$ cat src/hw/rtl/dsf_pkg.sv
// shared types and constants of the dirty segment finder
`default_nettype none

package dsf_pkg;

  // configuration register indexes
  typedef enum logic [0:0] {
    CFG_COLUMN_OFFSET = 1'b0,
    CFG_GAP_LIMIT     = 1'b1
  } dsf_cfg_e;

  localparam int unsigned CfgDataW        = 7;
  localparam int unsigned ColumnOffsetW   = 4;
  localparam int unsigned GapLimitW       = 7;
  localparam int unsigned StartW          = 11;
  localparam int unsigned CountW          = 11;

  localparam logic [ColumnOffsetW-1:0] ColumnOffsetReset = 4'd2;
  localparam logic [GapLimitW-1:0]     GapLimitReset     = 7'd8;

  localparam logic [7:0] PageBase    = 8'hB0;
  // 0x10 plus a three-bit nibble is 5'b10xxx
  localparam logic [1:0] ColHighBase = 2'b10;
  localparam int         RowEndCol   = 127;

  // control bits of the item in the compare stage
  typedef struct packed {
    logic valid;
    logic changed;
    logic frame_end;
    logic row_end;
  } dsf_beat_t;

endpackage

`default_nettype wire

$ cat src/hw/rtl/dsf_run.sv
// open-run tracker and result register of the dirty segment finder
`default_nettype none

module dsf_run import dsf_pkg::*; #(
  parameter int unsigned FRAME_BYTES = 1024,
  parameter int unsigned ROW_BYTES   = 128,
  localparam int unsigned PosW = $clog2(FRAME_BYTES + 1),
  localparam int unsigned RowW = $clog2(FRAME_BYTES / ROW_BYTES + 1)
) (
  input  wire logic                     clk_i,
  input  wire logic                     rst_ni,
  input  wire logic [ColumnOffsetW-1:0] column_offset_i,
  input  wire logic [GapLimitW-1:0]     gap_limit_i,
  input  wire dsf_beat_t                beat_i,
  input  wire logic [PosW-1:0]          pos_i,
  input  wire logic [RowW-1:0]          row_i,
  output logic                          advance_o,
  output logic                          out_valid_o,
  input  wire logic                     out_ready_i,
  output logic                          init_needed_o,
  output logic [7:0]                    page_command_o,
  output logic [3:0]                    column_low_command_o,
  output logic [4:0]                    column_high_command_o,
  output logic [StartW-1:0]             start_position_o,
  output logic [CountW-1:0]             byte_count_o
);

  localparam logic [PosW-1:0] FirstReset    = PosW'(FRAME_BYTES);
  localparam logic [RowW-1:0] FirstRowReset = RowW'(FRAME_BYTES / ROW_BYTES);

  logic [PosW-1:0] first_q, first_d, first_n;
  logic [RowW-1:0] first_row_q, first_row_d, first_row_n;
  logic [PosW-1:0] last_q, last_d, last_n;
  logic            init_q, init_d;
  logic            out_valid_q, out_valid_d;

  logic              init_out_q;
  logic [7:0]        page_q;
  logic [3:0]        col_low_q;
  logic [4:0]        col_high_q;
  logic [StartW-1:0] start_q;
  logic [CountW-1:0] count_q;

  logic            fire;
  logic            hit;
  logic [PosW:0]   gap_end;
  logic            close;
  logic [6:0]      col7;

  assign advance_o = !out_valid_q || out_ready_i;
  assign fire      = beat_i.valid && advance_o;
  assign hit       = beat_i.valid && beat_i.changed;

  always_comb begin
    first_n     = first_q;
    first_row_n = first_row_q;
    last_n      = last_q;
    if (hit && (first_q > pos_i)) begin
      first_n     = pos_i;
      first_row_n = row_i;
    end
    if (hit && (last_q < pos_i)) begin
      last_n = pos_i;
    end
  end

  assign gap_end = {1'b0, last_n} + (PosW + 1)'(gap_limit_i);
  assign close   = (last_n != '0) &&
                   (({1'b0, pos_i} > gap_end) || beat_i.row_end || beat_i.frame_end);
  assign col7    = first_n[6:0] + {3'b000, column_offset_i};

  always_comb begin
    first_d     = first_q;
    first_row_d = first_row_q;
    last_d      = last_q;
    init_d      = init_q;
    out_valid_d = out_ready_i ? 1'b0 : out_valid_q;
    if (fire) begin
      first_d     = first_n;
      first_row_d = first_row_n;
      last_d      = last_n;
      if (close || beat_i.frame_end) begin
        first_d     = FirstReset;
        first_row_d = FirstRowReset;
        last_d      = '0;
      end
      if (close) begin
        init_d      = 1'b0;
        out_valid_d = 1'b1;
      end
      if (beat_i.frame_end) begin
        init_d = 1'b1;
      end
    end
  end

  always_ff @(posedge clk_i or negedge rst_ni) begin
    if (!rst_ni) begin
      first_q     <= FirstReset;
      first_row_q <= FirstRowReset;
      last_q      <= '0;
      init_q      <= 1'b1;
      out_valid_q <= 1'b0;
    end else begin
      first_q     <= first_d;
      first_row_q <= first_row_d;
      last_q      <= last_d;
      init_q      <= init_d;
      out_valid_q <= out_valid_d;
    end
  end

  always_ff @(posedge clk_i) begin
    if (fire && close) begin
      init_out_q <= init_q;
      page_q     <= PageBase + 8'(first_row_n);
      col_low_q  <= col7[3:0];
      col_high_q <= {ColHighBase, col7[6:4]};
      start_q    <= StartW'(first_n);
      count_q    <= CountW'(last_n - first_n + PosW'(1));
    end
  end

  assign out_valid_o           = out_valid_q;
  assign init_needed_o         = init_out_q;
  assign page_command_o        = page_q;
  assign column_low_command_o  = col_low_q;
  assign column_high_command_o = col_high_q;
  assign start_position_o      = start_q;
  assign byte_count_o          = count_q;

  // an open run never starts after its last change
  a_run_ordered: assert property (@(posedge clk_i) disable iff (!rst_ni)
    (last_q != '0) |-> (first_q <= last_q))
    else $error("open run has first change after last change");

  // a closed run leaves no open run behind
  a_close_clears: assert property (@(posedge clk_i) disable iff (!rst_ni)
    (fire && close) |=> (last_q == '0))
    else $error("run still open after close");

  // init flag is set again by every frame end
  a_init_rearm: assert property (@(posedge clk_i) disable iff (!rst_ni)
    (fire && beat_i.frame_end) |=> init_q)
    else $error("init flag not rearmed at frame end");

endmodule

`default_nettype wire

$ cat config.mk
export PLATFORM = sky130hd
export DESIGN_NAME = dsf_run
export DESIGN_NICKNAME = d
export VERILOG_FILES = /design/src/hw/rtl/dsf_pkg.sv /design/src/hw/rtl/dsf_run.sv
export SDC_FILE = /design/constraint.sdc
export NUM_CORES = 1
export LEC_CHECK = 0
export BUFFER_PORTS_ARGS = -buffer_cell sky130_fd_sc_hd__buf_2
export CAP_MARGIN = 10
export CELL_PAD_IN_SITES_DETAIL_PLACEMENT = 0
export CELL_PAD_IN_SITES_GLOBAL_PLACEMENT = 1
export CORE_ASPECT_RATIO = 1.75
export CORE_MARGIN = 2
export CORE_UTILIZATION = 45
export CTS_CLUSTER_DIAMETER = 80
export DETAILED_ROUTE_END_ITERATION = 16
export PLACE_DENSITY_LB_ADDON = 0.2
export SLEW_MARGIN = 20
export SYNTH_ARGS = -nofsm -noshare
export SYNTH_HDL_FRONTEND = slang
export SYNTH_SLANG_ARGS = --single-unit
$ cat constraint.sdc
create_clock -name clk_i -period 8.5 [get_ports clk_i]
set_input_delay 0.85 -clock clk_i [delete_from_list [all_inputs] [get_ports clk_i]]
set_output_delay 0.85 -clock clk_i [all_outputs]
set_load 0.005 [all_outputs]
==> qor.csv, run 1 <==
metric,value,unit
status,"finished, final reports clean",
Max Slew Vio Count,0,
wire per inst,17.0,um
Critical Path AT,6.80,ns
Placed Cells,595,
initial antenna violation count,0,
Nets,583,
"most common cell after layout, fill and taps aside",buf_2,
Finished Cell Area,0.00510,mm2
Post-Synth XOR/XNOR Area,4.72,%
asr flop ratio synth,45.2,%
Seq cells post-synth,62,
Num CTS Buffers,9,
CTS tree,yes,
ant diodes,0,
Power Dens Cells,221,mW/mm2
Syn Area/Cell,10.6,um2
largest net degree at the start of global routing,35,
clk slew on worst S/H paths,0.05,ns
initial DRC count,135,
vias in the first global route,3429,
Setup TNS Final,0,ns
sw frac,32.6,%
GRT Total Usage,21.5,%
core area,0.00947,mm2
H-tree depth,3,
drt pass-1 iters,4,
Overflow after GRT,0,
Comb power frac,33.1,%
fin crit period,6.85,ns
Crit Path Max Fanout,34,
slew margin rel.,38.5,%
Antenna Nets Post-Route,0,
drt drc,0,
Post CTS Setup Buffer Count,0,
metal1 wirelength,3.93,mm
most frequent cells in the layout,"68 x buf_2, 63 x ha_1, 39 x inv_1",
placed cell area,0.00483,mm2
met3 WL,331,um
count of final hold-check violations,0,
RSZ-0062 raised after global routing,false,
routability congestion estimate,0.844,
die area,0.0106,mm2
Post-CTS Resized,0,
Root Buffer,clkbuf_16,
Synth warnings,0,
leakage,2.40,nW
Clock power frac,30.2,%
post-DP HPWL,8.36,mm
CP Data Required Time,8.45,ns
highest metal used,met4,
Worst Clk Skew,0.0111,ns
simple-gate portion of the synthesized area,9.86,%
max-capacitance violation count,0,
Skew-Pair Late Insertion Delay,0.34,ns
routed wl met2,5.83,mm
row cnt,47,
Max Root-Sink Buffers,2,
Crit. End Element,flip-flop,
mux share of post-synthesis cell area,4.63,%
Post-synth EDFFs,34,
worst hold slack,0.488,ns
largest family of logic cells by synthesized area,adder cells,
first-pass GRT wire length,17.1,mm
crit share post-route,80.6,%
critical path class,in -> reg,
Synth Flop Type,edfxtp_1,
Post-Layout Cell Count,611,
Netlist cell types,60,
fillers,869,
cell area after synthesis,0.00438,mm2
Vias,3350,
cells after synthesis,412,
Synth Area in Compound Gates,16.5,%
sequential share of power,36.8,%
Final Setup Violations,0,
register area share after synthesis,39.4,%
adder-cell share of the synthesized area,19.4,%
clock sinks,62,
worst-margin pin slew,0.921,ns
Via-to-Cell Ratio,5.48,
final core occ,53.9,%
NetSw,367,uW
min-delay worst type,reg -> reg,
Internal,759,uW
die width,78.6,um
Layout area overhead,16.6,%
IO Count,75,
Post-Route WL,10.4,mm
Initial Util,46.2,%
max frequency,146,MHz
worst vdd ir,0.000108,V
IO Port Bufs,68,
CTS hold repair buffers,0,
Die Ht,134,um
layout cells sized above 1,23.5,%
CP startpoint kind,input port,
==> final cells by class <==
type	instances	area, um2	share of cell area (%)
clock buffer	12	256	5.03
clock inverter	4	21.3	0.417
inverter	40	150	2.94
multi-input combinational	301	2440	47.9
timing repair buffer	70	355	6.96
tap	122	153	2.99
sequential	62	1730	33.8
==> registers in the layout, indices dropped and copies added (netlist names) <==
register / count
byte_count_o: 11
column_high_command_o: 3
column_low_command_o: 4
first_q: 11
first_row_q: 4
init_needed_o: 1
init_q: 1
last_q: 11
out_valid_o: 1
page_command_o: 4
start_position_o: 11
==> synth_stat cells, types with 2 or more instances <==
cell        n  area [um2]
dfstp_2     3        78.8
fa_1        3        60.1
a211oi_1    3        22.5
buf_2       3        15.0
o211ai_1    2        15.0
nor4_1      6        37.5
a21oi_1    26         130
mux2_2      6        67.6
o21ai_0    16        80.1
mux2i_1    12         120
o22a_1      2        17.5
edfxtp_1   34        1020
o2111ai_1   2        17.5
nand4_1     6        37.5
nor2b_1     6        37.5
nor3_1      9        45.0
xor2_1      5        43.8
a32o_1      9        90.1
nand2_1    32         120
inv_1      39         146
o21ai_2     9        78.8
nand2b_1    2        12.5
conb_1      2        7.51
nor2_1     16        60.1
and3_1      3        18.8
nand3_1     4        20.0
o21a_1      3        22.5
clkbuf_1    2        7.51
buf_4       6        45.0
ha_1       63         788
o21ai_1     5        25.0
xnor2_1    16         140
a21o_1      6        45.0
dfrtp_1    25         626
==> power groups by stage <==
stage	Sequential (mW)	Clock, mW	Combinational, mW
after floorplan	0.425	0	0.245
after global placement	0.418	0	0.368
after detailed placement	0.420	0	0.374
after CTS	0.415	0.344	0.376
after global routing	0.419	0.358	0.418
final	0.414	0.340	0.372
==> per-layer routing <==
metal | track usage [%] | up-vias
met5 | 0 | -
met4 | 11.3 | 0
met3 | 4.08 | 24
met2 | 38.3 | 76
met1 | 23.8 | 1606
li1 | - | 1644
==> kinds of logic after synthesis <==
kind of cell,count (synthesis)
AOI/OAI and AO/OA,98
xor gates and xnor gates,22
adders and majority gates,66
buffers and inverters,53
DFF,62
muxes,19
other,2
and+or+nand+nor,90
==> critical path: stages <==
cell and delay [ns]:
buf_2 0.16, inv_1 0.10, ha_1 0.35, nand4_1 0.14, o2111ai_1 0.15, a31oi_2 0.24
nand2_1 0.50, o21ai_0 0.70, ha_1 0.39, nor2b_1 0.15, o21ai_0 0.26, a21boi_0 0.14
o21a_1 0.19, o21a_1 0.20, or2_2 0.30, ha_1 0.30, nand4_1 0.12, a211oi_1 0.23
o41ai_2 0.12, o31ai_4 0.32, nor2_1 0.14, nor2_4 0.73
==> final timing paths <==
| kind | startpoint | endpoint | slack, ns | depth (start not counted) |
|---|---|---|---|---|
| setup / recovery | pos_i[10] | byte_count_o[9]$_DFFE_PP_ | 1.65 | 22 |
| hold / removal | first_row_q[2]$_DFFE_PN0P_ | first_row_q[2]$_DFFE_PN0P_ | 0.49 | 1 |
| setup reg to reg | last_q[8]$_DFFE_PN0P_ | byte_count_o[9]$_DFFE_PP_ | 1.98 | 20 |
| hold reg to reg | first_row_q[2]$_DFFE_PN0P_ | first_row_q[2]$_DFFE_PN0P_ | 0.49 | 1 |
| max in group asynchronous | rst_ni | first_q[2]$_DFFE_PN0P_ | 7.47 | 1 |
| min in group asynchronous | rst_ni | last_q[8]$_DFFE_PN0P_ | 0.55 | 1 |
==> stage by stage <==
step | setup slack [ns] | power (mW)
2_1_floorplan | 1.62 | 0.670
3_3_place_gp | 1.42 | 0.786
3_5_place_dp | 1.23 | 0.794
4_1_cts | 1.58 | 1.14
5_1_grt | 0.950 | 1.19
6_report | 1.65 | 1.13
Power figures use the tool's default switching activity.
==> inputs of run 2 (changes only) <==
CORE_UTILIZATION = 40   (was 45)
clock period = 6.2 ns   (was 8.5 ns; I/O delays follow)
==> run 2 against run 1 <==
  * Worst setup slack worse by 1.0 ns
  * Count of clock-buffer cells in the layout down 3
  * Sequential power up 37%
  * Sequential share of layout area down 0.68 points
  * Combinational power up 41%
  * Wire length up 2.7%
  * Clock skew down 0.0029 ns
  * Sequential cell count unchanged
  * Core utilization down 5.2 points
  * Via count up 0.99%
  * Critical path depth up 4
  * Non-clock buffer count up 5
  * Critical endpoint is now byte_count_o[10]$_DFFE_PP_
  * Largest power group unchanged
==> qor.csv, run 2 (same netlist as run 1, synthesis figures left out) <==
metric,value,unit
Die Ht,142,um
wire per inst,17.1,um
post-DP HPWL,8.59,mm
core area,0.0107,mm2
Num CTS Buffers,9,
first-pass GRT wire length,17.4,mm
WP depth,26,
vias in the first global route,3549,
Crit path max-delay family,compound AO/OA/AOI/OAI gates,
initial antenna violation count,0,
die area,0.0118,mm2
row cnt,50,
layout cells sized above 1,24.7,%
Max Slew Vio Count,0,
Global Route met3 Usage,2.90,%
Final Setup Violations,0,
gr busiest metal,met2,
Vias,3383,
worst vdd ir,0.000165,V
Post CTS Setup Buffer Count,0,
CP dominant cell by count,ha_1,
max-capacitance violation count,0,
"most common cell after layout, fill and taps aside",buf_2,
slew margin rel.,36.0,%
CP Data Required Time,6.22,ns
Overflow after GRT,0,
Max Root-Sink Buffers,2,
IO Port Bufs,68,
ant diodes,0,
Initial Util,40.9,%
met2 Use GR,36.9,%
Layout area overhead,19.0,%
die width,83.1,um
Worst path slowest cell,fa_1,
GRT Total Usage,18.9,%
H-tree depth,3,
CP startpoint kind,input port,
count of final hold-check violations,0,
drt pass-1 iters,4,
Crit. End Element,flip-flop,
initial DRC count,106,
Worst Clk Skew,0.00819,ns
critical path class,in -> reg,
Post-Route WL,10.7,mm
CP bufs+invs,4,
leakage,2.45,nW
RSZ-0062 raised after global routing,false,
setup ws final,0.624,ns
CTS tree,yes,
crit share post-route,89.9,%
Setup Slack @ Placement,0.123,ns
min-delay worst type,in -> async,
GRT met1 Usage,19.6,%
max frequency,179,MHz
largest net degree at the start of global routing,35,
CP max stage delay,0.40,ns
Setup TNS Final,0,ns
clk slew on worst S/H paths,0.06,ns
Power Dens Cells,313,mW/mm2
worst-margin pin slew,0.958,ns
Register-to-Register Path Depth,24,
status,"finished, final reports clean",
routability congestion estimate,0.853,
Critical Path AT,5.60,ns
drt drc,0,
IO Count,75,
clock sinks,62,
CTS hold repair buffers,0,
Nets,588,
most frequent cells in the layout,"68 x buf_2, 63 x ha_1, 39 x inv_1",
Crit Path Max Fanout,34,
Antenna Nets Post-Route,0,
Via-to-Cell Ratio,5.42,
fin crit period,5.58,ns
Skew-Pair Late Insertion Delay,0.33,ns
Root Buffer,clkbuf_16,
## run 2: cell count changes in the layout (fill, tap and decap cells not counted)
cell        previous run  this run
clkinv_1               1         0
inv_6                  0         1
bufinv_16              0         2
buf_4                  2         6
o21ai_0               16        15
buf_12                 0         1
clkbuf_8               2         0
clkinvlp_4             1         2
clkinv_4               0         1
clkbuf_1               1         0
o21ai_1                5         6
clkinv_2               2         1
## run 2: area by class of cell
class | count | area [um2]
Inverter | 40 | 150
Tap cell | 130 | 163
Multi-Input combinational cell | 301 | 2440
Clock inverter | 7 | 97.6
Sequential cell | 62 | 1730
Clock buffer | 9 | 225
Timing Repair Buffer | 75 | 405
Fill cell | 1020 | 5490
## run 2: stage by stage
| step | cells | total power, mW | hold slack (ns) | instance area [um2] | utilization, % |
|---|---|---|---|---|---|
| floorplan | 416 | 0.918 | 0.324 | 4400 | - |
| global placement | 608 | 1.10 | 0.472 | 4890 | 45.7 |
| detailed placement | 608 | 1.11 | 0.477 | 4890 | 45.7 |
| CTS | 624 | 1.65 | 0.346 | 5210 | 48.7 |
| global route | 624 | 1.73 | 0.372 | 5210 | 48.7 |
| finish | 624 | 1.63 | 0.311 | 5210 | 48.7 |
## run 2: what timing repair did
item | CTS | global route
setup endpoints to repair | 0 | 22
gates resized for setup | 0 | 1
hold endpoints to repair | 0 | 0
## run 2: layer usage
layer / share of wire (%) / vias up
met3: 3.8 / 20
met4: 3.2 / 0
li1: - / 1646
met2: 55 / 101
met1: 38 / 1616
met5: 0 / -
## run 2: final timing paths
check	startpoint	to	slack, ns
max	pos_i[10]	byte_count_o[10]$_DFFE_PP_	0.62
min	rst_ni	last_q[8]$_DFFE_PN0P_	0.31
max reg2reg	last_q[10]$_DFFE_PN0P_	byte_count_o[10]$_DFFE_PP_	0.72
min reg2reg	first_row_q[0]$_DFFE_PN0P_	first_row_q[0]$_DFFE_PN0P_	0.49
max in group asynchronous	rst_ni	first_row_q[0]$_DFFE_PN0P_	5.44
min in group clk_i	first_row_q[0]$_DFFE_PN0P_	first_row_q[0]$_DFFE_PN0P_	0.49
## run 2: power breakdown
group          total [mW]  switching (mW)  internal, mW  leakage [nW]
Clock               0.543           0.190         0.353         0.152
Sequential          0.566          0.0262         0.540         0.693
Combinational       0.523           0.301         0.222          1.60
Total                1.63           0.518          1.11          2.45
==> inputs of run 3 (changes only) <==
BUFFER_PORTS_ARGS = -buffer_cell sky130_fd_sc_hd__clkbuf_2   (was -buffer_cell sky130_fd_sc_hd__buf_2)
==> run 3 against run 2 <==
  * Maximum frequency down 3.0%
  * Cell count down 0.32%
  * Count of clock-buffer cells in the layout unchanged
  * Worst setup slack worse by 0.17 ns
  * Power up 0.23%
  * Clock power about the same
  * Via count up 1.3%
  * Combinational power about the same
  * Largest power group unchanged
==> qor.csv, run 3 (same netlist as run 1, synthesis figures left out) <==
metric,value,unit
Max Slew Vio Count,0,
vias in the first global route,3469,
Antenna Nets Post-Route,0,
Num CTS Buffers,9,
Initial Util,40.9,%
CTS tree,yes,
FF+latch area,0.00173,mm2
CP startpoint kind,input port,
largest net degree at the start of global routing,35,
setup ws final,0.452,ns
layout cells sized above 1,24.4,%
crit share post-route,92.7,%
clock sinks,62,
Power Dens Cells,315,mW/mm2
first-pass GRT wire length,17.2,mm
critical path class,in -> reg,
Overflow after GRT,0,
Nets,586,
status,"finished, final reports clean",
Vias,3427,
Post CTS Setup Buffer Count,0,
multi-input combinational cell area,0.00244,mm2
H-tree depth,3,
final core occ,48.5,%
max frequency,174,MHz
CP bufs+invs,3,
GRT Total Usage,18.8,%
Die Ht,142,um
Crit path max-delay family,compound AO/OA/AOI/OAI gates,
critical path cell sequence,"clkbuf_2, inv_1, ha_1, nand4_1, o2111ai_1, a31oi_2, nand2_1, buf_4, o21ai_0, ha_1, o21ai_0, a21boi_0, o21a_1, o21a_1, or2_2, ha_1, a211o_1, o211ai_1, a21oi_1, o41ai_2, o31ai_4, a211o_4, o32ai_2",
fin crit period,5.75,ns
Skew-Pair Late Insertion Delay,0.33,ns
ant diodes,0,
fillers,1015,
CP Data Required Time,6.44,ns
CP dominant cell by count,ha_1,
wire per inst,17.4,um
Crit Path Max Fanout,17,
IO Count,75,
core area,0.0107,mm2
IO Port Bufs,68,
slew margin rel.,35.2,%
Setup Slack @ Placement,0.0305,ns
row cnt,50,
Final Setup Violations,0,
crit path launch,pos_i[10],
worst-margin pin slew,0.969,ns
routability congestion estimate,0.868,
Worst Clk Skew,0.00684,ns
die width,83.1,um
drt drc,0,
die area,0.0118,mm2
worst vdd ir,0.000149,V
post-DP HPWL,8.59,mm
initial antenna violation count,0,
Crit. End Element,flip-flop,
most frequent cells in the layout,"68 x clkbuf_2, 63 x ha_1, 39 x inv_1",
drt pass-1 iters,4,
worst hold slack,0.355,ns
Layout area overhead,18.6,%
clk slew on worst S/H paths,0.06,ns
"most common cell after layout, fill and taps aside",clkbuf_2,
Critical Path AT,5.99,ns
CTS hold repair buffers,0,
Setup TNS Final,0,ns
Post-Route WL,10.8,mm
initial DRC count,126,
Max Root-Sink Buffers,2,
Worst path slowest cell,a211o_4,
RSZ-0062 raised after global routing,false,
worst reg2reg path startpoint,last_q[8]$_DFFE_PN0P_,
min-delay worst type,in -> async,
Via-to-Cell Ratio,5.51,
Root Buffer,clkbuf_16,
CP max stage delay,0.47,ns
max-capacitance violation count,0,
leakage,2.45,nW
count of final hold-check violations,0,
-- run 3: cell count changes in the layout (fill, tap and decap cells not counted), sizes merged --
| cell | before | now |
|---|---|---|
| buf | 75 | 5 |
| clkbuf | 9 | 77 |
-- run 3: report_power, final --
part | switching, mW | internal (mW)
Combinational | 0.303 | 0.219
Sequential | 0.0284 | 0.540
Clock | 0.193 | 0.353
Total | 0.524 | 1.11
-- run 3: layer usage --
metal / global-route usage (%) / share of wire (%)
met5: 0 / 0
met3: 3.48 / 4.0
met1: 19.6 / 38
met2: 36.1 / 56
met4: 8.11 / 2.1
-- run 3: final cells by class --
class	count	area share [%]
inverter	40	2.89
multi-input combinational	301	47.0
sequential	62	33.2
clock buffer	9	4.34
timing repair buffer	73	7.52
tap	130	3.13
clock inverter	7	1.88
-- run 3: path summary, 6_finish.rpt --
check	endpoint	slack (ns)	cells past startpoint
worst max register to register	last_q[10]$_DFFE_PN0P_	0.53	21
max in group asynchronous	first_row_q[0]$_DFFE_PN0P_	5.32	1
min in group clk_i	first_row_q[0]$_DFFE_PN0P_	0.50	1
worst max-delay path	last_q[10]$_DFFE_PN0P_	0.45	23
worst min-delay path	first_q[8]$_DFFE_PN0P_	0.36	1
worst min register to register	first_row_q[0]$_DFFE_PN0P_	0.50	1
-- run 3: repair_timing --
action	CTS	global route
endpoints found under the setup margin	0	35
endpoints found under the hold margin	0	0
gates resized for setup	0	2
-- run 3: per-stage QoR --
step                      instances  total power, mW  instance area, um2
after floorplan                 416            0.918                4400
after CTS                       622             1.65                5190
final                           622             1.64                5190
after global placement          606             1.10                4870
after detailed placement        606             1.10                4870
after global routing            622             1.73                5190
